**src/shsr_pkg.sv**
```systemverilog
package shsr_pkg;

    localparam int ACTION_W = 2;
    localparam int LEVEL_W  = 4;
    localparam int NUM_W    = 18;
    localparam int IDLE_W   = 16;
    localparam int SPL_W    = 7;
    localparam int SPEED_W  = 10;
    localparam int PHASE_W  = 3;
    localparam int COIL_W   = 4;
    localparam int CMP_W    = 16;
    localparam int GOAL_W   = LEVEL_W + SPL_W;
    localparam int CNT_W    = $clog2(NUM_W + 1);
    localparam int ADDR_W   = 4;
    localparam int DATA_W   = 32;

    localparam logic [NUM_W-1:0]   NUMER_RESET   = NUM_W'(54930);
    localparam logic [IDLE_W-1:0]  IDLE_RESET    = IDLE_W'(65500);
    localparam logic [SPL_W-1:0]   SPL_RESET     = SPL_W'(30);
    localparam logic [CMP_W-1:0]   COMPARE_RESET = CMP_W'(65000);
    localparam logic [SPEED_W-1:0] SPEED_MAX     = {SPEED_W{1'b1}};
    localparam logic [PHASE_W-1:0] PHASE_RAMP    = {PHASE_W{1'b1}};

    typedef enum logic [ACTION_W-1:0] {
        ACT_TICK  = 2'd0,
        ACT_LEVEL = 2'd1,
        ACT_DIR   = 2'd2
    } t_action;

    typedef enum logic [1:0] {
        REG_NUMER = 2'd0,
        REG_IDLE  = 2'd1,
        REG_SPL   = 2'd2
    } t_reg_idx;

    // Half-step coil energizing sequence
    function automatic logic [COIL_W-1:0] coil_pattern(input logic [PHASE_W-1:0] ph);
        logic [COIL_W-1:0] pat;
        case (ph)
            3'd0:    pat = 4'd1;
            3'd1:    pat = 4'd3;
            3'd2:    pat = 4'd2;
            3'd3:    pat = 4'd6;
            3'd4:    pat = 4'd4;
            3'd5:    pat = 4'd12;
            3'd6:    pat = 4'd8;
            default: pat = 4'd9;
        endcase
        return pat;
    endfunction

endpackage

```
**src/stepper_half_step_ramp_controller.sv**
```systemverilog
// Half-step stepper controller with speed ramp. Each request is a tick (timer
// compare event), a new target speed level, or a direction request, and each
// gives exactly one result. A tick divides the interval numerator by the
// current speed (tenths of an RPM) in a restoring divider that retires one
// quotient bit per cycle. A tick runs 18 divider steps; the sequencer then
// sees completion and moves to its write state, where it commits the result
// into the output register once the slot is free of a stalled result.
// Level and direction requests go from idle straight to the write state.
// The block holds o_in_stall high while a request is in flight; a finished
// result sits in the output register, so the next request is accepted while
// it waits to be taken. The interval clamps to idle_interval at zero speed or
// when the quotient reaches it; a pending reversal takes effect only at that
// standstill. When a step lands on phase 7 the speed moves one tenth toward
// level * speed_per_level (down while a reversal waits), saturating at 0 and
// 1023. Registers sit on an APB-style port at byte addresses 0, 4 and 8:
// interval_numerator, idle_interval, speed_per_level; write them only while
// the block is idle.
module stepper_half_step_ramp_controller (
    input  logic                          i_clk,
    input  logic                          i_rst_n,
    // request channel
    input  logic                          i_in_valid,
    output logic                          o_in_stall,
    input  logic [shsr_pkg::ACTION_W-1:0] i_action,
    input  logic [shsr_pkg::LEVEL_W-1:0]  i_speed_level,
    input  logic                          i_wanted_direction,
    // result channel
    output logic                          o_out_valid,
    input  logic                          i_out_stall,
    output logic [shsr_pkg::COIL_W-1:0]   o_coils,
    output logic [shsr_pkg::PHASE_W-1:0]  o_phase,
    output logic [shsr_pkg::IDLE_W-1:0]   o_interval,
    output logic [shsr_pkg::CMP_W-1:0]    o_next_compare,
    output logic [shsr_pkg::SPEED_W-1:0]  o_speed_tenths,
    output logic                          o_current_direction,
    output logic                          o_reversal_pending,
    output logic                          o_stepped,
    // configuration port
    input  logic                          psel,
    input  logic                          penable,
    input  logic                          pwrite,
    input  logic [shsr_pkg::ADDR_W-1:0]   paddr,
    input  logic [shsr_pkg::DATA_W-1:0]   pwdata,
    output logic [shsr_pkg::DATA_W-1:0]   prdata,
    output logic                          pready
);
    import shsr_pkg::*;

    typedef enum logic [2:0] {
        ST_IDLE  = 3'b001,
        ST_DIV   = 3'b010,
        ST_WRITE = 3'b100
    } t_state;

    // Configuration registers
    logic [NUM_W-1:0]   r_numer;
    logic [IDLE_W-1:0]  r_idle;
    logic [SPL_W-1:0]   r_spl;

    // Motor state
    logic [PHASE_W-1:0] r_phase;
    logic [LEVEL_W-1:0] r_target;
    logic [SPEED_W-1:0] r_speed;
    logic               r_dir;
    logic               r_pend;
    logic [CMP_W-1:0]   r_compare;

    // Sequencer and latched request
    t_state             r_state;
    t_state             n_state;
    logic [ACTION_W-1:0] r_act;
    logic [LEVEL_W-1:0] r_level;
    logic               r_want;

    // Result register
    logic               r_out_valid;
    logic [COIL_W-1:0]  r_o_coils;
    logic [PHASE_W-1:0] r_o_phase;
    logic [IDLE_W-1:0]  r_o_interval;
    logic [CMP_W-1:0]   r_o_compare;
    logic [SPEED_W-1:0] r_o_speed;
    logic               r_o_dir;
    logic               r_o_pend;
    logic               r_o_stepped;

    logic               in_acc;
    logic               out_free;
    logic               commit;
    logic               div_start;
    logic               div_done;
    logic [NUM_W-1:0]   div_quo;
    logic               cfg_wr;
    t_reg_idx           cfg_idx;

    // Next motor state and result fields
    logic [PHASE_W-1:0] n_phase;
    logic [LEVEL_W-1:0] n_target;
    logic [SPEED_W-1:0] n_speed;
    logic               n_dir;
    logic               n_pend;
    logic [CMP_W-1:0]   n_compare;
    logic [IDLE_W-1:0]  n_interval;
    logic               n_stepped;
    logic               standstill;
    logic [GOAL_W-1:0]  goal;

    assign pready     = 1'b1;
    assign o_in_stall = (r_state != ST_IDLE);
    assign in_acc     = i_in_valid && !o_in_stall;
    assign out_free   = !r_out_valid || !i_out_stall;
    assign commit     = (r_state == ST_WRITE) && out_free;
    assign div_start  = in_acc && (t_action'(i_action) == ACT_TICK);

    shsr_div u_div (
        .i_clk      (i_clk),
        .i_rst_n    (i_rst_n),
        .i_start    (div_start),
        .i_dividend (r_numer),
        .i_divisor  (r_speed),
        .o_done     (div_done),
        .o_quotient (div_quo)
    );

    // Configuration access
    assign cfg_wr  = psel && penable && pwrite && pready;
    assign cfg_idx = t_reg_idx'(paddr[3:2]);

    always_ff @(posedge i_clk) begin
        if (!i_rst_n) begin
            r_numer <= NUMER_RESET;
            r_idle  <= IDLE_RESET;
            r_spl   <= SPL_RESET;
        end else if (cfg_wr) begin
            case (cfg_idx)
                REG_NUMER: r_numer <= pwdata[NUM_W-1:0];
                REG_IDLE:  r_idle  <= pwdata[IDLE_W-1:0];
                REG_SPL:   r_spl   <= pwdata[SPL_W-1:0];
                default: ;
            endcase
        end
    end

    always_comb begin
        case (cfg_idx)
            REG_NUMER: prdata = DATA_W'(r_numer);
            REG_IDLE:  prdata = DATA_W'(r_idle);
            REG_SPL:   prdata = DATA_W'(r_spl);
            default:   prdata = '0;
        endcase
    end

    // Sequencer: accept, divide on ticks, commit once the result slot is free
    always_comb begin
        n_state = r_state;
        case (r_state)
            ST_IDLE: begin
                if (in_acc)
                    n_state = div_start ? ST_DIV : ST_WRITE;
            end
            ST_DIV: begin
                if (div_done)
                    n_state = ST_WRITE;
            end
            ST_WRITE: begin
                if (out_free)
                    n_state = ST_IDLE;
            end
            default: n_state = ST_IDLE;
        endcase
    end

    always_ff @(posedge i_clk) begin
        if (!i_rst_n)
            r_state <= ST_IDLE;
        else
            r_state <= n_state;
    end

    always_ff @(posedge i_clk) begin
        if (in_acc) begin
            r_act   <= i_action;
            r_level <= i_speed_level;
            r_want  <= i_wanted_direction;
        end
    end

    // Commit arithmetic: clamp, reversal, compare advance, step, ramp
    always_comb begin
        n_phase    = r_phase;
        n_target   = r_target;
        n_speed    = r_speed;
        n_dir      = r_dir;
        n_pend     = r_pend;
        n_compare  = r_compare;
        n_interval = '0;
        n_stepped  = 1'b0;
        standstill = (r_speed == '0) || (div_quo >= NUM_W'(r_idle));
        goal       = GOAL_W'(r_target) * GOAL_W'(r_spl);
        case (t_action'(r_act))
            ACT_TICK: begin
                n_interval = standstill ? r_idle : div_quo[IDLE_W-1:0];
                if (standstill && r_pend) begin
                    n_pend = 1'b0;
                    n_dir  = !r_dir;
                end
                n_compare = r_compare + n_interval;
                n_stepped = !((n_interval == r_idle) && (r_target == '0));
                if (n_stepped) begin
                    n_phase = n_dir ? (r_phase - PHASE_W'(1)) : (r_phase + PHASE_W'(1));
                    if (n_phase == PHASE_RAMP) begin
                        if (!n_pend && (GOAL_W'(r_speed) < goal)) begin
                            if (r_speed != SPEED_MAX)
                                n_speed = r_speed + SPEED_W'(1);
                        end else if (n_pend || (GOAL_W'(r_speed) > goal)) begin
                            if (r_speed != '0)
                                n_speed = r_speed - SPEED_W'(1);
                        end
                    end
                end
            end
            ACT_LEVEL: n_target = r_level;
            ACT_DIR: begin
                if (r_want != r_dir)
                    n_pend = 1'b1;
            end
            default: ;
        endcase
    end

    always_ff @(posedge i_clk) begin
        if (!i_rst_n) begin
            r_phase   <= '0;
            r_target  <= '0;
            r_speed   <= '0;
            r_dir     <= 1'b0;
            r_pend    <= 1'b0;
            r_compare <= COMPARE_RESET;
        end else if (commit) begin
            r_phase   <= n_phase;
            r_target  <= n_target;
            r_speed   <= n_speed;
            r_dir     <= n_dir;
            r_pend    <= n_pend;
            r_compare <= n_compare;
        end
    end

    // Result register: load on commit, drop once taken
    always_ff @(posedge i_clk) begin
        if (!i_rst_n)
            r_out_valid <= 1'b0;
        else if (commit)
            r_out_valid <= 1'b1;
        else if (!i_out_stall)
            r_out_valid <= 1'b0;
    end

    always_ff @(posedge i_clk) begin
        if (commit) begin
            r_o_coils    <= coil_pattern(n_phase);
            r_o_phase    <= n_phase;
            r_o_interval <= n_interval;
            r_o_compare  <= n_compare;
            r_o_speed    <= n_speed;
            r_o_dir      <= n_dir;
            r_o_pend     <= n_pend;
            r_o_stepped  <= n_stepped;
        end
    end

    assign o_out_valid         = r_out_valid;
    assign o_coils             = r_o_coils;
    assign o_phase             = r_o_phase;
    assign o_interval          = r_o_interval;
    assign o_next_compare      = r_o_compare;
    assign o_speed_tenths      = r_o_speed;
    assign o_current_direction = r_o_dir;
    assign o_reversal_pending  = r_o_pend;
    assign o_stepped           = r_o_stepped;

`ifndef SYNTH
    a_done_in_div: assert property (@(posedge i_clk) disable iff (!i_rst_n)
        div_done |-> (r_state == ST_DIV))
        else $error("divider finished outside the divide state");

    a_accept_leaves_idle: assert property (@(posedge i_clk) disable iff (!i_rst_n)
        in_acc |=> ((r_state == ST_DIV) || (r_state == ST_WRITE)))
        else $error("accepted request did not leave idle");

    a_speed_ramp_step: assert property (@(posedge i_clk) disable iff (!i_rst_n)
        (r_speed != $past(r_speed)) |->
            ((SPEED_W'(r_speed - $past(r_speed)) == SPEED_W'(1)) ||
             (SPEED_W'($past(r_speed) - r_speed) == SPEED_W'(1))))
        else $error("speed moved by more than one tenth");

    a_reverse_clears_pending: assert property (@(posedge i_clk) disable iff (!i_rst_n)
        (r_dir != $past(r_dir)) |-> $fell(r_pend))
        else $error("direction changed without a pending reversal");
`endif

endmodule

```
**src/shsr_div.sv**
```systemverilog
module shsr_div (
    input  logic                         i_clk,
    input  logic                         i_rst_n,
    input  logic                         i_start,
    input  logic [shsr_pkg::NUM_W-1:0]   i_dividend,
    input  logic [shsr_pkg::SPEED_W-1:0] i_divisor,
    output logic                         o_done,
    output logic [shsr_pkg::NUM_W-1:0]   o_quotient
);
    import shsr_pkg::*;

    logic               r_busy;
    logic               r_done;
    logic [CNT_W-1:0]   r_cnt;
    logic [SPEED_W-1:0] r_rem;
    logic [NUM_W-1:0]   r_quo;

    logic [SPEED_W:0]   trial;
    logic [SPEED_W:0]   diff;
    logic               fits;
    logic [SPEED_W-1:0] n_rem;

    // One restoring step: bring down the next dividend bit, subtract if it fits
    always_comb begin
        trial = {r_rem, r_quo[NUM_W-1]};
        fits  = trial >= {1'b0, i_divisor};
        diff  = trial - {1'b0, i_divisor};
        n_rem = fits ? diff[SPEED_W-1:0] : trial[SPEED_W-1:0];
    end

    always_ff @(posedge i_clk) begin
        if (!i_rst_n) begin
            r_busy <= 1'b0;
            r_done <= 1'b0;
            r_cnt  <= '0;
        end else if (i_start) begin
            r_busy <= 1'b1;
            r_done <= 1'b0;
            r_cnt  <= '0;
        end else if (r_busy) begin
            r_cnt <= r_cnt + CNT_W'(1);
            if (r_cnt == CNT_W'(NUM_W - 1)) begin
                r_busy <= 1'b0;
                r_done <= 1'b1;
            end
        end else begin
            r_done <= 1'b0;
        end
    end

    always_ff @(posedge i_clk) begin
        if (i_start) begin
            r_rem <= '0;
            r_quo <= i_dividend;
        end else if (r_busy) begin
            r_rem <= n_rem;
            r_quo <= {r_quo[NUM_W-2:0], fits};
        end
    end

    assign o_done     = r_done;
    assign o_quotient = r_quo;

endmodule
```
**config.mk**
```make
export PLATFORM = sky130hd
export DESIGN_NAME = stepper_half_step_ramp_controller
export DESIGN_NICKNAME = d
export VERILOG_FILES = /design/src/shsr_pkg.sv /design/src/stepper_half_step_ramp_controller.sv /design/src/shsr_div.sv
export SDC_FILE = /design/constraint.sdc
export NUM_CORES = 1
export LEC_CHECK = 0
export BUFFER_PORTS_ARGS = -buffer_cell sky130_fd_sc_hd__buf_4
export CAP_MARGIN = 40
export CORE_MARGIN = 3
export CORE_UTILIZATION = 50
export DETAILED_ROUTE_END_ITERATION = 8
export PLACE_DENSITY = 0.84
export SETUP_SLACK_MARGIN = 0.02
export SLEW_MARGIN = 20
export SYNTH_ARGS = -nofsm -noshare
export SYNTH_HDL_FRONTEND = slang
export SYNTH_SLANG_ARGS = --single-unit
```
**constraint.sdc**
```tcl
create_clock -name i_clk -period 5.1 [get_ports i_clk]
set_clock_uncertainty 0.1 [all_clocks]
set_input_delay 1.02 -clock i_clk [delete_from_list [all_inputs] [get_ports i_clk]]
set_output_delay 1.02 -clock i_clk [all_outputs]
set_load 0.01 [all_outputs]
```
# Word level (Yosys, flattened, before mapping)
# Index checks and enable logic that the tools add are counted.
# classes
reduce_logical	32
n_eq_ne	23
order_cmp	4
mux	34
n_addsub	7
n_bitwise	2
n_shift	0
n_mul	1
div	0
# op_table
operator	count
10-bit 2-to-1 mux	8
18-bit one-hot mux with 3 select lines	1
18-bit 2-to-1 mux	2
16-bit 2-to-1 mux	2
4-bit one-hot mux with 7 select lines	1
3-bit 2-to-1 mux	7
18-bit by 16-bit >= comparator with 1-bit output	1
16-bit adder	1
16-bit == test	1
3-bit == test, second input constant	5
11-bit by 10-bit >= comparator with 1-bit output	1
10-bit by 11-bit > comparator with 1-bit output	1
10-bit by 11-bit less-than comparator with 1-bit output	1
4-bit by 7-bit multiplier with 11-bit output	1
1-bit 2-to-1 mux	11
10-bit by 1-bit adder with 10-bit output, second input constant	1
10-bit zero test	1
10-bit != test, second input constant	1
10-bit nonzero test	1
10-bit by 1-bit subtractor with 10-bit output, second input constant	1
10-bit subtractor	1
3-bit by 2-bit == test with 1-bit output, second input constant	3
3-bit one-hot mux with 3 select lines	1
1-bit logical AND	8
other kinds (23)	41
# totals
latch_bits	0
ff_bits	174
ramBits	0
word_cells	130
romBits	0
out_inout_bits	87
memories	0

# Depth between registers and ports, before layout
# Gate-level depths: netlist of the first run.
# depth
depth_word	11
ltp_mapped	22

# By module
# From an unflattened synthesis of the first run, not the netlist that was laid out.
# hier_totals
cells_unflattened	1195
area_unflattened_um2	10739.0
# by_module_without_submodules
module	n_inst	cells_per_inst	area_each_um2	seq_area_each_um2
stepper_half_step_ramp_controller	1	992	8664.6	3373.2
shsr_div	1	203	2074.5	880.8

# Worst setup path after synthesis of the first run
# OpenSTA, ideal clock, no wires.
# synth_timing
path_type	flip-flop to flip-flop
start	reg r_target[3]
end	reg r_o_speed[8], in the netlist o_speed_tenths[8] (data pin)
t_arrival_ns	4.494
required_time_ns	4.742
slack_ns	0.248
path_stages_with_launch	22
synth_period_minus_slack_ns	4.852
setup_ns	0.258
path_cell_list	dfxtp_1 > nand2_1 > fa_1 > fa_1 > inv_1 > ha_1 > a21o_1 > a21oi_1 > o21bai_1 > a21oi_1 > o21bai_1 > a21oi_1 > xor2_1 > ha_1 > nand3_1 > or3_1 > o31a_1 > a21o_1 > buf_2 > a31o_2 > a21oi_1 > nor2_1
# synth_via
elab_chain_len	8
# synth_rtl
element	line_no	rtl
start, declared	stepper_half_step_ramp_controller.sv:62	logic [LEVEL_W-1:0] r_target;
start signal, assigned	stepper_half_step_ramp_controller.sv:240	r_target <= n_target;
4-bit by 7-bit multiplier with 11-bit output	stepper_half_step_ramp_controller.sv:198	goal = GOAL_W'(r_target) * GOAL_W'(r_spl);
10-bit by 11-bit > comparator with 1-bit output	stepper_half_step_ramp_controller.sv:214	end else if (n_pend || (GOAL_W'(r_speed) > goal)) begin
1-bit logical OR	stepper_half_step_ramp_controller.sv:214	
10-bit 2-to-1 mux	stepper_half_step_ramp_controller.sv:214	
10-bit 2-to-1 mux	stepper_half_step_ramp_controller.sv:211	if (!n_pend && (GOAL_W'(r_speed) < goal)) begin
10-bit 2-to-1 mux	stepper_half_step_ramp_controller.sv:210	if (n_phase == PHASE_RAMP) begin
10-bit 2-to-1 mux (*)	stepper_half_step_ramp_controller.sv:208	if (n_stepped) begin
10-bit 2-to-1 mux (*)	stepper_half_step_ramp_controller.sv:199	case (t_action'(r_act))
via n_speed[8]	stepper_half_step_ramp_controller.sv:98	logic [SPEED_W-1:0] n_speed;
end signal, assigned	stepper_half_step_ramp_controller.sv:264	r_o_speed <= n_speed;
end, declared	stepper_half_step_ramp_controller.sv:81	logic [SPEED_W-1:0] r_o_speed;
# Mark *: on every way through the listed nets, which the timed path passes. The rest lies on a longest branch.
# A chain may end at the register's enable or synchronous reset.

# Worst setup path after layout of the first run
# layout_timing
start	reg r_spl[0]
end	reg r_o_speed[1], in the netlist o_speed_tenths[1] (data pin)
# layout_via
elab_chain_len	8
# layout_rtl
element	line_no	rtl
start, declared	stepper_half_step_ramp_controller.sv:58	logic [SPL_W-1:0] r_spl;
start signal, assigned	stepper_half_step_ramp_controller.sv:137	REG_SPL: r_spl <= pwdata[SPL_W-1:0];
4-bit by 7-bit multiplier with 11-bit output (*)	stepper_half_step_ramp_controller.sv:198	
10-bit by 11-bit > comparator with 1-bit output	stepper_half_step_ramp_controller.sv:214	
1-bit logical OR	stepper_half_step_ramp_controller.sv:214	
10-bit 2-to-1 mux	stepper_half_step_ramp_controller.sv:214	
10-bit 2-to-1 mux (*)	stepper_half_step_ramp_controller.sv:211	
10-bit 2-to-1 mux (*)	stepper_half_step_ramp_controller.sv:210	
10-bit 2-to-1 mux (*)	stepper_half_step_ramp_controller.sv:208	
10-bit 2-to-1 mux (*)	stepper_half_step_ramp_controller.sv:199	
via n_speed[1]	stepper_half_step_ramp_controller.sv:98	
# Marks and branches as above.

==> run metrics, run 1 <==
fraction of layout cells with a size suffix above 1=0.1840; fin crit period=about 5.0 ns; R2R depth=20; post-synthesis sequential area ratio=0.4024; first-pass GRT wire length=~43000 um; ant diodes=0; status=finished, final reports clean; total wire length=about 27000 um; top cell type by total area after synthesis=edfxtp_1; die footprint=22930 um^2; drt first pass iters=6; DRC Markers=0; WHS Endpoint=r_numer[6]; synthesized area per cell=8.892 um^2; grt ovf=0; Synth top area share=0.2187; Worst setup SP type=flip-flop; switching share of power=0.2948; Die H=151.4 um; initial antenna violation count=0; I/O Pins=roughly 140; Die Wd=around 150 um; Cell variety after synth=77; peak supply drop=0.0002874 V; Pins Over Slew Limit=0; row count=52; Worst R2R Setup Slack=0.1 ns; YS warnings=0; reg-to-reg endpoint=o_speed_tenths[1]; Fin Setup TNS=0 ns; Leak Pwr=between 5 and 6 nW; max_slew headroom=0.4275; pin count of the biggest net entering global routing=51; FF+latch count, synth=174; vias in the first global route=between 8k and 9k; clock transition at the registers of the reported paths=around 0.070 ns; Post-synth top flop=dfxtp_1; CP endpoint kind=flip-flop; Nets=1437; Power, Total=approximately 3.6 mW; final worst-path cycle share=0.9808; combinational fraction of design power=0.215; crit path DAT=between 5 and 6 ns; Root Driver=clkbuf_16; start point of the worst hold path=r_numer[6]; CTS Buffer Depth=2; DR iter-0 viols=1115; Mapped Cells=1189; CP max FO=4; CTS tree=built; clock power share=0.342; placed cells=1543; PwrDens=287.2 nW/um^2; Num CTS Buffers=17; post-route ant nets=0; Worst R2R Start=r_spl[0]; mapped cell area=10570 um^2; asr flop ratio synth=0; CP Class=reg2reg; Setup-failing EPs final=0; min-delay worst type=reg2reg; Avg WL per Cell=17.16 um; Net Switching=between 1 and 1.5 mW; hold path depth=2; MaxCap Viol Count=0; gr usage total=0.2337; part of the power in registers=0.443; final std cells w/o fill=approximately 1.6k; Area Overhead vs Synth=18.19%; Worst Path Required=~5.3 ns; number of flops mapped to enable cells by yosys=77; FMAX=around 200 MHz; Initial Utilization=0.5159; Clk Latency, worst-skew pair=0.43 ns; Final Wtd Congestion=roughly 0.95; internal power=2.531 mW; Buffers on Ports=105; Core Area=roughly 20000 um^2; clk sink count=about 170; Hold Buf Count CTS=0; routed vias/inst=5.810; measured slew at the worst slew-check pin=0.8568 ns; Final HPWL DP=19080 um; Final Hold Violating Endpoints=0; via count=9209; Synth area leaders=edfxtp_1, dfxtp_1, ha_1, nand2_1, xnor2_1; H-tree lvl count=4
[critical path, stage by stage (launching register included)]
cell and delay [ns]:
dfxtp_1 0.37, nand2_2 0.08, fa_1 0.51, fa_1 0.56, inv_2 0.06, ha_1 0.30
a21o_1 0.18, a21oi_2 0.15, o21bai_1 0.11, a21oi_2 0.16, o21bai_1 0.08, a21oi_1 0.15
xor2_1 0.11, ha_1 0.32, nand3_2 0.09, or3_4 0.34, o31a_1 0.12, a21o_1 0.23
or4b_1 0.54, o32a_1 0.20, nand3_1 0.09
[metrics by stage]
stage            util  worst slack, ns  hold WS (ns)  cell area, um^2
3_3_place_gp   0.5694          0.08968        0.3581            11670
4_1_cts        0.5994          0.02145        0.3738            12280
5_1_grt        0.6097         -0.04700        0.4012            12500
2_1_floorplan       -           0.2481        0.3450            10620
6_report       0.6097          0.09800        0.3732            12500
3_5_place_dp   0.5716         -0.04775        0.3638            11710
[power by group through the flow]
stage          Sequential [mW]  Clock, mW  Combinational, mW
6_report                  1.59       1.23              0.772
5_1_grt                   1.60       1.30              0.864
4_1_cts                   1.59       1.23              0.754
3_5_place_dp              1.62          0              0.745
3_3_place_gp              1.62          0              0.719
2_1_floorplan             1.61          0              0.572
[cell families (layout without fill, tap and decap cells)]
| group | Yosys count | count (layout) | share of synthesized area |
|---|---|---|---|
| simple gates | 465 | 465 | 0.2031 |
| flops | 174 | 174 | 0.4024 |
| buf+inv | 131 | 244 | 0.05290 |
| compound gates | 239 | 239 | 0.1478 |
| other cells | 2 | 15 | 0.0007103 |
| fa+ha+maj | 85 | 85 | 0.1098 |
| xor+xnor | 57 | 57 | 0.04852 |
| mux | 36 | 36 | 0.03479 |
[worst max-delay path by stage]
stage / startpoint / end / slack, ns
after floorplan: r_target[3] / o_speed_tenths[8] / 0.25
after global placement: r_target[2] / o_speed_tenths[1] / 0.09
after detailed placement: r_target[2] / o_speed_tenths[1] / -0.05
after CTS: r_target[3] / o_speed_tenths[7] / 0.02
after global routing: r_spl[1] / o_speed_tenths[7] / -0.05
final: r_spl[0] / o_speed_tenths[1] / 0.1
[Yosys cell counts, types with 4 or more instances]
library cell / n
nor2_1: 72
nand3b_1: 6
xnor2_1: 42
inv_1: 65
nand3_1: 39
a21o_1: 10
nor3_1: 15
clkbuf_1: 40
or2_2: 4
o211ai_1: 18
nand2b_1: 7
a211oi_1: 21
buf_4: 15
fa_1: 13
ha_1: 72
xor2_1: 14
and2_1: 41
o31ai_1: 4
o21bai_1: 4
mux2_2: 6
dfxtp_1: 97
or3_1: 7
mux2i_1: 30
a31oi_1: 6
o21ai_0: 61
nand4_1: 16
nand2_1: 230
buf_1: 7
o31a_1: 4
a21oi_1: 73
nor2b_1: 6
edfxtp_1: 77
[registers in the layout, indices dropped and copies added (netlist names), 2 cells and up]
name,cells
r_numer,18
o_phase,3
r_spl,7
r_level,4
r_phase,3
r_speed,10
o_coils,4
r_idle,16
o_interval,16
r_state,3
u_div.r_cnt,5
r_target,4
u_div.r_rem,10
r_act,2
o_speed_tenths,10
u_div.o_quotient,18
o_next_compare,16
r_compare,16
[layout make-up]
class / count / area, um^2
Clock buffer: 21 / 470.5
Clock inverter: 11 / 83.83
Fill cell: 1585 / 7999
Inverter: 65 / 244.0
Multi-Input combinational cell: 897 / 5949
Sequential cell: 174 / 4273
Tap cell: 270 / 337.8
Timing Repair Buffer: 147 / 1137
[layout by cell type (no fill, tap or decap), drive strengths merged, types with 18 or more instances in the layout]
cell,count
a211oi,22
xnor2,42
mux2i,30
clkbuf,21
dfxtp,97
and2,41
o21ai,62
nand2,231
ha,72
nand3,39
inv,68
o211ai,18
a21oi,73
buf,147
nor2,72
edfxtp,77
[routing by layer]
| metal | GRT usage | wire, um |
|---|---|---|
| met1 | 0.3178 | 11090 |
| met3 | 0.04428 | 2408 |
| met2 | 0.3679 | 12960 |
| met4 | 0.09338 | 733 |
| met5 | 0 | 0 |
[timing repair]
action	in CTS	in global routing
resized for setup	7	38
setup buffers	0	9
setup endpoints to repair	11	34
endpoints found under the hold margin	0	0
pin swaps	2	24
(Power assumes the default switching activity.)
==> inputs of run 2 (changes only) <==
--- a/config.mk
+++ b/config.mk
@@ -11,6 +11,7 @@
 export CORE_UTILIZATION = 50
 export DETAILED_ROUTE_END_ITERATION = 8
 export PLACE_DENSITY = 0.84
+export RECOVER_POWER = 50
 export SETUP_SLACK_MARGIN = 0.02
 export SLEW_MARGIN = 20
 export SYNTH_ARGS = -nofsm -noshare
==> run metrics, run 2 (synthesis gave the netlist of run 1 again) <==
status=finished with violations; failing checks=max-capacitance violations, max-slew violations; measured slew at the worst slew-check pin=1.727 ns (+0.8704 ns); Clk Latency, worst-skew pair=0.44 ns (about the same); final worst-path cycle share=0.9843 (+0.003502); Final Hold Violating Endpoints=0 (unchanged); Fin Setup TNS=0 ns (unchanged); DRC Markers=0 (unchanged); row count=52 (unchanged); Worst R2R Setup Slack=0.08 ns (-0.02 ns); CP Class=reg2reg; MaxCap Viol Count=2 (+2); PwrDens=292.9 nW/um^2 (+2.0%); Avg WL per Cell=17.27 um (+0.65%); I/O Pins=137 (unchanged); fin crit period=5.020 ns (+0.01786 ns); Buffers on Ports=105 (unchanged); peak supply drop=0.0002902 V (+0.98%); fraction of layout cells with a size suffix above 1=0.1354 (-0.04867); die footprint=22930 um^2 (unchanged); Nets=1437 (unchanged); Worst setup SP type=flip-flop; total wire length=27370 um (+0.65%); most frequent cells in the layout=nand2_1, dfxtp_1, edfxtp_1, buf_4, nor2_1; drt first pass iters=6 (unchanged); Worst Path Required=5.17 ns (-0.12 ns); CP endpoint kind=flip-flop; crit path DAT=5.09 ns (-0.10 ns); post-route ant nets=0 (unchanged); fin area=12260 um^2 (-1.9%); reg-to-reg endpoint=o_speed_tenths[9]; Core Area=20490 um^2 (unchanged); Final HPWL DP=19080 um (unchanged); ant diodes=0 (unchanged); Critical Path Most Common Cell=a21oi_1; Filler Cell Count=1671 (+5.4%); R2R depth=20 (unchanged); CTS Buffer Depth=2 (unchanged); critical-path cell list=nand2_2, fa_1, fa_1, inv_2, ha_1, a21o_1, a21oi_2, o21bai_1, a21oi_2, o21bai_1, a21oi_1, xor2_1, ha_1, a21oi_1, o31a_1, nor2_2, nor2_1, nand2_1, o32ai_1, a21oi_1; Pins Over Slew Limit=55 (+55); max_slew headroom=-0.1515 (-0.5790); Die H=151.4 um (unchanged); clk sink count=174 (unchanged); utilization after layout=0.5980 (-0.01166); WHS Endpoint=u_div.r_rem[9]; DR iter-0 viols=1154 (+3.5%); post-placement cell area=11710 um^2 (unchanged); routed vias/inst=5.808 (about the same); CP max FO=4 (unchanged); first-pass GRT wire length=42700 um (unchanged); Slowest Stage Delay on Critical Path=0.56 ns (about the same); grt ovf=0 (unchanged); Leak Pwr=5.006 nW (-4.4%); Area Overhead vs Synth=15.93%; commonest non-fill, non-tap cell in the layout=nand2_1; H-tree lvl count=4 (unchanged); Initial Utilization=0.5159 (unchanged); critical path's slowest cell=fa_1; gr usage total=0.2337 (unchanged); start point of the worst hold path=u_div.r_rem[9]; Worst R2R Start=r_target[3]; Die Wd=151.4 um (unchanged); clock transition at the registers of the reported paths=0.06 ns (about the same); hold path depth=2 (unchanged); FMAX=199.2 MHz (-0.36%); CTS tree=built; Power, Total=3.590 mW (about the same); min-delay worst type=reg2reg; Final Wtd Congestion=0.9539 (unchanged); vias in the first global route=8656 (unchanged); Num CTS Buffers=17 (unchanged); Root Driver=clkbuf_16; initial antenna violation count=0 (unchanged); Setup-failing EPs final=0 (unchanged); via count=9206 (-0.033%); pin count of the biggest net entering global routing=51 (unchanged)
==> run 2: repair_timing <==
action                     4_1_cts  5_1_grt
setup buffers                    0        9
hold buffers                     0        0
pin swaps                        2       24
resized for setup                7       38
setup endpoints to repair       11       34
==> run 2: area by class of cell <==
class / count / area (um^2) / area share
clock buffers: 21 / 470.5 / 0.03838
clock inverters: 11 / 83.83 / 0.006840
inverters: 65 / 244.0 / 0.01991
multi-input cells: 897 / 5939 / 0.4846
flip-flops and latches: 174 / 4273 / 0.3486
well taps: 270 / 337.8 / 0.02756
repair buffers: 147 / 908.4 / 0.07411
==> run 2: stage by stage <==
step	setup WS [ns]	hold WS (ns)	std cells
6_report	0.08014	0.3736	1585
5_1_grt	-0.04700	0.4012	1585
4_1_cts	0.02145	0.3738	1575
3_5_place_dp	-0.04775	0.3638	1543
3_3_place_gp	0.08968	0.3581	1540
2_1_floorplan	0.2481	0.3450	1202
==> run 2: power breakdown <==
group / internal (mW) / total [mW] / switching (mW)
sequential: 1.53 / 1.59 / 0.0600
combinational: 0.328 / 0.767 / 0.440
clock: 0.666 / 1.23 / 0.565
total: 2.52 / 3.59 / 1.07
==> run 2: worst max path at each step <==
stage,endpoint,startpoint,slack (ns)
floorplan,o_speed_tenths[8],r_target[3],0.25
global placement,o_speed_tenths[1],r_target[2],0.09
detailed placement,o_speed_tenths[1],r_target[2],-0.05
CTS,o_speed_tenths[7],r_target[3],0.02
global route,o_speed_tenths[7],r_spl[1],-0.05
finish,o_speed_tenths[9],r_target[3],0.08
==> run 2: per-layer routing <==
metal	up-vias	GRT usage	wire, um
li1	4349	-	-
met1	4323	0.3178	11230
met2	456	0.3679	12850
met3	78	0.04428	2515
met4	0	0.09338	778
met5	-	0	0
==> run 2: worst max-delay path, delay by kind of cell (launching register included) <==
kind / cells / cell delay [ns]
buffers and inverters: 1 / 0.06
flip-flops: 1 / 0.39
XOR/XNOR: 1 / 0.22
AO/OA/AOI/OAI: 10 / 1.81
AND/OR/NAND/NOR: 4 / 0.52
adder cells (fa/ha/maj): 4 / 1.65
==> inputs of run 3 (changes only) <==
==> constraint.sdc (replaced) <==
create_clock -name i_clk -period 5.1 [get_ports i_clk]
set_clock_uncertainty 0.1 [all_clocks]
set_input_delay 1.275 -clock i_clk [delete_from_list [all_inputs] [get_ports i_clk]]
set_output_delay 1.275 -clock i_clk [all_outputs]
set_load 0.01 [all_outputs]
==> run metrics, run 3 (synthesis gave the netlist of run 1 again) <==
Hold Buf Count CTS=0 (unchanged); Core Area=20490 um^2 (unchanged); most frequent cells in the layout=nand2_1, dfxtp_1, edfxtp_1, buf_4, nor2_1; initial antenna violation count=0 (unchanged); FMAX=198.5 MHz (-0.38%); Die H=151.4 um (unchanged); CP Class=reg2reg; critical path's slowest cell=fa_1; Die Wd=151.4 um (unchanged); Final Wtd Congestion=0.9369 (-1.8%); Critical Path Most Common Cell=a21oi_2; Final Hold Violating Endpoints=0 (unchanged); crit path DAT=5.23 ns (+0.14 ns); clock power share=0.343 (about the same); Slowest Stage Delay on Critical Path=0.54 ns (-0.02 ns); DR iter-0 viols=944 (-18%); post-placement cell area=11700 um^2 (-0.16%); Root Driver=clkbuf_16; Nets=1436 (-0.070%); die footprint=22930 um^2 (unchanged); first-pass GRT wire length=41760 um (-2.2%); Initial Utilization=0.5159 (unchanged); CP max FO=4 (unchanged); peak supply drop=0.0002319 V (-20%); Setup-failing EPs final=0 (unchanged); Clk Latency, worst-skew pair=0.44 ns (about the same); failing checks=max-capacitance violations, max-slew violations; total wire length=27230 um (-0.52%); Buffers on Ports=105 (unchanged); via count=9251 (+0.49%); CTS Buffer Depth=2 (unchanged); CTS tree=built; Final HPWL DP=19100 um (about the same); vias in the first global route=8457 (-2.3%); Area Overhead vs Synth=15.55%; Net Switching=1.071 mW (+0.57%); commonest non-fill, non-tap cell in the layout=nand2_1; final worst-path cycle share=0.9880 (+0.003715); Min Hold Slack=0.3735 ns (-0.0001270 ns); fraction of layout cells with a size suffix above 1=0.1294 (-0.005985); combinational fraction of design power=0.215 (about the same); routed vias/inst=5.840 (+0.55%); fin crit period=5.039 ns (+0.01895 ns); post-route ant nets=0 (unchanged); Pins Over Slew Limit=50 (-9.1%); Power, Total=3.603 mW (+0.36%); critical-path cell list=and2_1, fa_1, inv_1, fa_1, inv_1, ha_4, a21oi_2, o21bai_1, a21oi_2, o21bai_1, a21oi_2, xor2_1, ha_1, nand3_2, or3_4, o31a_1, a21o_1, or4b_1, o32a_1, nand3_1; status=finished with violations; Worst setup SP type=flip-flop; DRC Markers=0 (unchanged); pin count of the biggest net entering global routing=51 (unchanged); Worst Path Required=5.29 ns (+0.12 ns); row count=52 (unchanged); ant diodes=0 (unchanged); min-delay worst type=reg2reg; CP endpoint kind=flip-flop; clock transition at the registers of the reported paths=0.07 ns (about the same); fin area=12220 um^2 (-0.33%); Leak Pwr=4.982 nW (-0.48%); part of the power in registers=0.442 (about the same); Num CTS Buffers=17 (unchanged); max_slew headroom=-0.09639 (+0.05509); clk sink count=174 (unchanged); I/O Pins=137 (unchanged); drt first pass iters=6 (unchanged); grt ovf=0 (unchanged); Fin Setup TNS=0 ns (unchanged); Avg WL per Cell=17.19 um (-0.46%); gr usage total=0.2277 (-0.006045); internal power=2.531 mW (+0.27%); H-tree lvl count=4 (unchanged); PwrDens=294.9 nW/um^2 (+0.69%); measured slew at the worst slew-check pin=1.645 ns (-0.08263 ns); MaxCap Viol Count=2 (unchanged); switching share of power=0.2973 (+0.0006203)
-- run 3: cell count changes in the layout (fill, tap and decap cells not counted), moves of 2 or more --
| cell | previous run | this run |
|---|---|---|
| clkinv_2 | 0 | 2 |
| inv_1 | 61 | 63 |
| and2_4 | 3 | 1 |
| clkbuf_1 | 62 | 68 |
| clkbuf_4 | 6 | 3 |
| and2_1 | 38 | 40 |
| inv_2 | 4 | 2 |
| clkbuf_8 | 3 | 0 |
| buf_8 | 4 | 2 |
-- run 3: layout make-up --
class / count / area (um^2)
clock buffer: 19 / 432.9
sequential: 174 / 4274
inverter: 65 / 244.0
clock inverter: 13 / 116.4
fill: 1735 / 8278
multi-input combinational: 897 / 5948
tap: 270 / 337.8
timing repair buffer: 146 / 863.3
-- run 3: layer usage --
metal	vias up	global-route usage	share of wire
met5	-	0	0
met4	0	0.06482	0.018
met3	46	0.04129	0.084
met2	459	0.3683	0.48
met1	4387	0.3132	0.42
li1	4359	-	-
-- run 3: critical path, delay by kind of cell, from the launching register on --
family | cells | cell delay [ns]
fa+ha+maj | 4 | 1.71
simple gates | 5 | 1.30
compound gates | 8 | 1.14
flops | 1 | 0.36
xor+xnor | 1 | 0.17
buf+inv | 2 | 0.13
-- run 3: repair_timing --
item / in CTS / in global routing
gates resized for setup: 9 / 33
setup endpoints to repair: 16 / 30
setup buffers: 1 / 8
pin swaps: 1 / 21
-- run 3: final timing paths --
check              start           endpoint  slack [ns]  depth (start not counted)
max          r_target[3]  o_speed_tenths[1]        0.06                         20
min           r_numer[3]         r_numer[3]        0.37                          2
max reg2reg  r_target[3]  o_speed_tenths[1]        0.06                         20
min reg2reg   r_numer[3]         r_numer[3]        0.37                          2
-- run 3: power groups by stage --
| stage | logic (mW) | clock network (mW) | registers [mW] |
|---|---|---|---|
| final | 0.775 | 1.24 | 1.59 |
| after floorplan | 0.572 | 0 | 1.61 |
| after detailed placement | 0.747 | 0 | 1.62 |
| after global placement | 0.719 | 0 | 1.62 |
| after CTS | 0.757 | 1.24 | 1.59 |
| after global routing | 0.860 | 1.30 | 1.60 |
-- run 3: stage by stage --
stage                 util  worst slack [ns]  cells
floorplan                -            0.2481   1202
global placement    0.5694           0.07483   1540
detailed placement  0.5706          -0.03114   1542
CTS                 0.5987           0.03045   1575
global route        0.5961           -0.1024   1584
finish              0.5961           0.06119   1584
